==> config.mk <==
export PLATFORM = sky130hd
export DESIGN_NAME = lbvs_div
export DESIGN_NICKNAME = d
export VERILOG_FILES = /design/src/rtl/lbvs_div.sv
export SDC_FILE = /design/constraint.sdc
export NUM_CORES = 1
export LEC_CHECK = 0
export BUFFER_PORTS_ARGS = -buffer_cell sky130_fd_sc_hd__buf_2
export CORE_ASPECT_RATIO = 2
export CORE_MARGIN = 5
export CORE_UTILIZATION = 40
export DETAILED_ROUTE_END_ITERATION = 8
export GPL_ROUTABILITY_DRIVEN = 1
export HOLD_SLACK_MARGIN = 0.1
export PLACE_DENSITY = 0.69
export SYNTH_ARGS = -nofsm -noshare
export SYNTH_HDL_FRONTEND = slang
export SYNTH_SLANG_ARGS = --single-unit
==> constraint.sdc <==
create_clock -name i_clk -period 3.95 [get_ports i_clk]
set_input_delay 0.395 -clock i_clk [delete_from_list [all_inputs] [get_ports i_clk]]
set_output_delay 0.395 -clock i_clk [all_outputs]
set_load 0.01 [all_outputs]
==> src/rtl/lbvs_div.sv <==
// Restoring divider, one quotient bit per cycle.
module lbvs_div (
    input  logic        i_clk,
    input  logic        i_rst_n,
    input  logic        i_start,
    input  logic [63:0] i_num,
    input  logic [24:0] i_den,
    output logic        o_busy,
    output logic        o_done,
    output logic [63:0] o_quo
);

    logic [25:0] r_rem;
    logic [63:0] r_quo;
    logic [24:0] r_den;
    logic [5:0]  r_cnt;
    logic        r_busy;
    logic        r_done;

    logic [25:0] rem_sh;
    logic        fits;

    assign rem_sh = {r_rem[24:0], r_quo[63]};
    assign fits   = rem_sh >= {1'b0, r_den};

    always_ff @(posedge i_clk) begin
        if (!i_rst_n) begin
            r_busy <= 1'b0;
            r_done <= 1'b0;
            r_cnt  <= '0;
        end else begin
            r_done <= 1'b0;
            if (i_start) begin
                r_busy <= 1'b1;
                r_cnt  <= '0;
            end else if (r_busy) begin
                r_cnt <= r_cnt + 6'd1;
                if (r_cnt == 6'd63) begin
                    r_busy <= 1'b0;
                    r_done <= 1'b1;
                end
            end
        end
    end

    always_ff @(posedge i_clk) begin
        if (i_start) begin
            r_rem <= '0;
            r_quo <= i_num;
            r_den <= i_den;
        end else if (r_busy) begin
            r_rem <= fits ? (rem_sh - {1'b0, r_den}) : rem_sh;
            r_quo <= {r_quo[62:0], fits};
        end
    end

    assign o_busy = r_busy;
    assign o_done = r_done;
    assign o_quo  = r_quo;

endmodule

==> results.py <==
metrics = {
    "power_and_ir_drop": {
        "cellInternalPower_mw": 2.801,
        "p_total_mw": 3.912,
        "total_leakage_power_nw": 3.422,
        "power_frac_clock_pct": 38.9,
        "seq_power_share_pct": 40.4,
        "power.density_mw_per_mm2": 483.2,
        "vdd_drop_max_mv": 0.3560,
        "power_switching_share_pct": 28.42,
        "p_comb_share_pct": 20.6,
        "power.switching_mw": 1.112,
    },
    "min_path": {
        "holdPathEnd": "r_den[23]$_DFFE_PP_",
        "hold_path_class": "in2reg",
        "hp-start": "i_den[23]",
        "whs_path_depth": 1,
    },
    "die": {
        "die_height_um": 192.0,
        "start_util_pct": 40.70,
        "dieArea_mm2": 0.01938,
        "row_count": 66,
        "die_w_um": 101.0,
        "design.core.area_mm2": 0.01627,
        "io_pins": 158,
    },
    "synthesis": {
        "ys.flop_type": "edfxtp_1",
        "ys_seq_area_share_pct": 50.34,
        "synth_top_family_by_area": "compound AO/OA/AOI/OAI gates",
        "synthTopCellsByCount": "edfxtp_1, mux2_2, nor2_1",
        "syn_inst": 576,
        "syn_area_per_cell_um2": 11.50,
        "synth_top_area_share_pct": 40.36,
        "netlist.top_cell.by_area": "edfxtp_1",
        "synth_edf_count": 89,
        "yosysUniqueCellTypes": 68,
        "muxShareOfSynthArea_pct": 13.32,
        "yosysMostFrequentCell": "edfxtp_1",
        "synth_xor_xnor_area_share_pct": 2.381,
        "ys_ff_latch": 122,
        "syn-cell-area_mm2": 0.006621,
        "syn_nets": 695,
        "synth_fa_ha_area_share_pct": 5.215,
        "netlist_top_cells_area": "edfxtp_1, mux2_2, dfxtp_1",
        "yosys_warnings": 0,
        "synth_compound_area_share_pct": 14.12,
        "synth-simple-area-share_pct": 9.864,
        "synthArstFlopShare_pct": 0,
    },
    "route": {
        "drtAntennaViolNets": 0,
        "drt_pass1_iterations": 4,
        "wl_per_cell_um": 17.50,
        "via_count": 5082,
        "drtIter0Drc": 222,
        "drt-total-wl_um": 16450,
        "drc": 0,
        "vias_per_cell": 5.406,
    },
    "global_route": {
        "antenna_found_initial": 0,
        "grt_pass1_wl_um": 26190,
        "grt_start_max_net_pins": 65,
        "grtUsageTotal_pct": 17.42,
        "grt_pass1_vias": 5435,
        "grt-ovfl-total": 0,
    },
    "worst_setup_path": {
        "crit_path_frequent_cell": "inv_1",
        "cp_cell_sequence": "inv_1 > ha_1 > inv_1 > fa_1 > a21o_1 > a22o_1 > o211ai_2 > o21ai_2 > a31o_1 > buf_4 > mux2i_1 > a211oi_1",
        "critical_path_class": "reg2reg",
        "worstPathArrival_ns": 3.58,
        "cp_slowest_cell": "a31o_1",
        "cp_num_buf_inv": 3,
        "crit_family": "compound AO/OA/AOI/OAI gates",
        "worstRegToRegCells": 12,
        "crit_required_ns": 4.27,
        "r2r_setup_slack_ns": 0.70,
        "endpoint_kind": "register",
        "worstPathMaxFanout": 17,
        "rr_startpoint": "o_quo[63]$_DFFE_PP_",
        "rr_endpoint": "r_rem[8]$_SDFFE_PP0P_",
        "max_stage_delay_ns": 0.52,
        "start_kind": "register",
    },
    "sta": {
        "finalSetupTns_ns": 0,
        "slew_violations": 0,
        "layout_min_cycle_time_ns": 3.253,
        "setup_slack_ns": 0.6967,
        "max_freq_mhz": 307.4,
        "hold_viol_final": 0,
        "rsz0062_at_grt": "no",
        "fin_skew_ns": 0.01210,
        "slew_headroom_pct": 42.48,
        "fin_crit_sh_pct": 82.36,
        "worst_slew_pin_slew_ns": 0.8628,
        "finalSetupViolations": 0,
    },
    "cts": {
        "cts_tree": "built",
        "clock-sinks": 122,
        "cts_resized": 0,
        "clkTransAtPathRegs_ns": 0.06,
        "post_cts_buffers": 0,
        "clock_path_buffers": 2,
        "htreeDepth": 4,
        "clk_latency_ns": 0.42,
        "holdBufCountCts": 0,
        "clockRootBuffer": "clkbuf_16",
        "cts_buffers": 17,
    },
    "placement": {
        "placed_cells": 908,
        "pre_cts_ws_ns": 0.7155,
        "hpwl_um": 12550,
        "gp_congestion": 0.8446,
        "port_buffers": 157,
    },
    "cells_and_area": {
        "final_nets": 842,
        "post-route-util_pct": 49.77,
        "insertedDiodeCount": 0,
        "area_delta_synth_final_pct": 22.28,
        "drive_above_1_share_pct": 37.09,
        "fillers": 1509,
        "finalNonFillerCells": 940,
    },
    "run": {
        "maxCapViolations": 0,
    },
    "status": {
        "status": "finished, final reports clean",
    },
}
[cells in the final DEF (no fill, tap or decap), drive strengths merged, types with 4 or more instances in the layout]
cell / synthesis / final
xnor2: 11 / 11
a21oi: 27 / 27
o21bai: 6 / 6
nor2: 42 / 42
mux2: 65 / 65
a211oi: 17 / 17
a311oi: 8 / 8
nor3b: 4 / 4
xor2: 7 / 7
nor2b: 4 / 4
edfxtp: 89 / 89
a21o: 16 / 16
mux2i: 15 / 15
nand3: 6 / 6
and3: 5 / 5
nand4: 11 / 11
clkinv: 0 / 6
o21ai: 20 / 20
buf: 16 / 164
clkinvlp: 0 / 4
clkbuf: 20 / 18
and2: 4 / 4
o211ai: 4 / 4
nand2: 30 / 30
or2: 4 / 4
a31oi: 4 / 4
dfxtp: 33 / 33
nor3: 7 / 7
nand2b: 4 / 4
inv: 31 / 33
ha: 26 / 26
[worst max-delay path by stage]
| stage | from | endpoint | slack (ns) | depth (start not counted) |
|---|---|---|---|---|
| floorplan | o_quo[63]$_DFFE_PP_ | o_quo[0]$_DFFE_PP_ | 1.12 | 12 |
| global placement | o_quo[63]$_DFFE_PP_ | r_rem[3]$_SDFFE_PP0P_ | 0.80 | 12 |
| detailed placement | o_quo[63]$_DFFE_PP_ | r_rem[6]$_SDFFE_PP0P_ | 0.72 | 12 |
| CTS | o_quo[63]$_DFFE_PP_ | r_rem[8]$_SDFFE_PP0P_ | 0.69 | 12 |
| global route | o_quo[63]$_DFFE_PP_ | r_rem[6]$_SDFFE_PP0P_ | 0.48 | 12 |
| finish | o_quo[63]$_DFFE_PP_ | r_rem[8]$_SDFFE_PP0P_ | 0.70 | 12 |
[power groups by stage]
stage	combinational [mW]	clock [mW]	sequential, mW
floorplan	0.549	0	1.63
global placement	0.802	0	1.61
detailed placement	0.811	0	1.61
CTS	0.814	1.56	1.58
global route	0.892	1.61	1.60
finish	0.808	1.52	1.58
[metal layers]
layer | GRT usage [%] | vias to the layer above | share of wire, %
met2 | 32.22 | 177 | 56
li1 | - | 2446 | -
met3 | 5.671 | 46 | 6.2
met4 | 9.729 | 0 | 4.0
met5 | 0 | - | 0
met1 | 16.34 | 2413 | 34
[worst register-to-register path, cell delays in order (launching register included)]
cell,delay [ns]
edfxtp_1,0.40
inv_1,0.07
ha_1,0.16
inv_1,0.06
fa_1,0.39
a21o_1,0.21
a22o_1,0.23
o211ai_2,0.28
o21ai_2,0.13
a31o_1,0.52
buf_4,0.34
mux2i_1,0.14
a211oi_1,0.23
[area by class of cell]
type,instances,area (um2),area share (%)
Tap cell,204,255.2,3.153
Inverter,31,116.4,1.437
Clock buffer,18,429.2,5.301
Multi-Input combinational cell,387,2973,36.72
Clock inverter,14,147.6,1.824
Timing Repair Buffer,164,840.8,10.38
Sequential cell,122,3334,41.18
[state kept, by name (all words and copies together) (netlist names)]
name / flops
o_quo: 64
r_den: 25
r_rem: 25
r_cnt: 6
o_busy: 1
o_done: 1
[through the flow]
step           instance area (um2)  hold WS [ns]
2_1_floorplan                 6621        0.4541
4_1_cts                       8097        0.1308
5_1_grt                       8097        0.1360
3_5_place_dp                  7520        0.4876
3_3_place_gp                  7520        0.4706
6_report                      8097        0.1505
[logic make-up (layout without fill, tap and decap cells)]
family | after synthesis | after routing
AND/OR/NAND/NOR | 132 | 132
AO/OA/AOI/OAI | 130 | 130
flip-flops | 122 | 122
multiplexers | 80 | 80
buffers and inverters | 67 | 227
adder cells (fa/ha/maj) | 27 | 27
XOR/XNOR | 18 | 18
(Power assumes the default switching activity.)
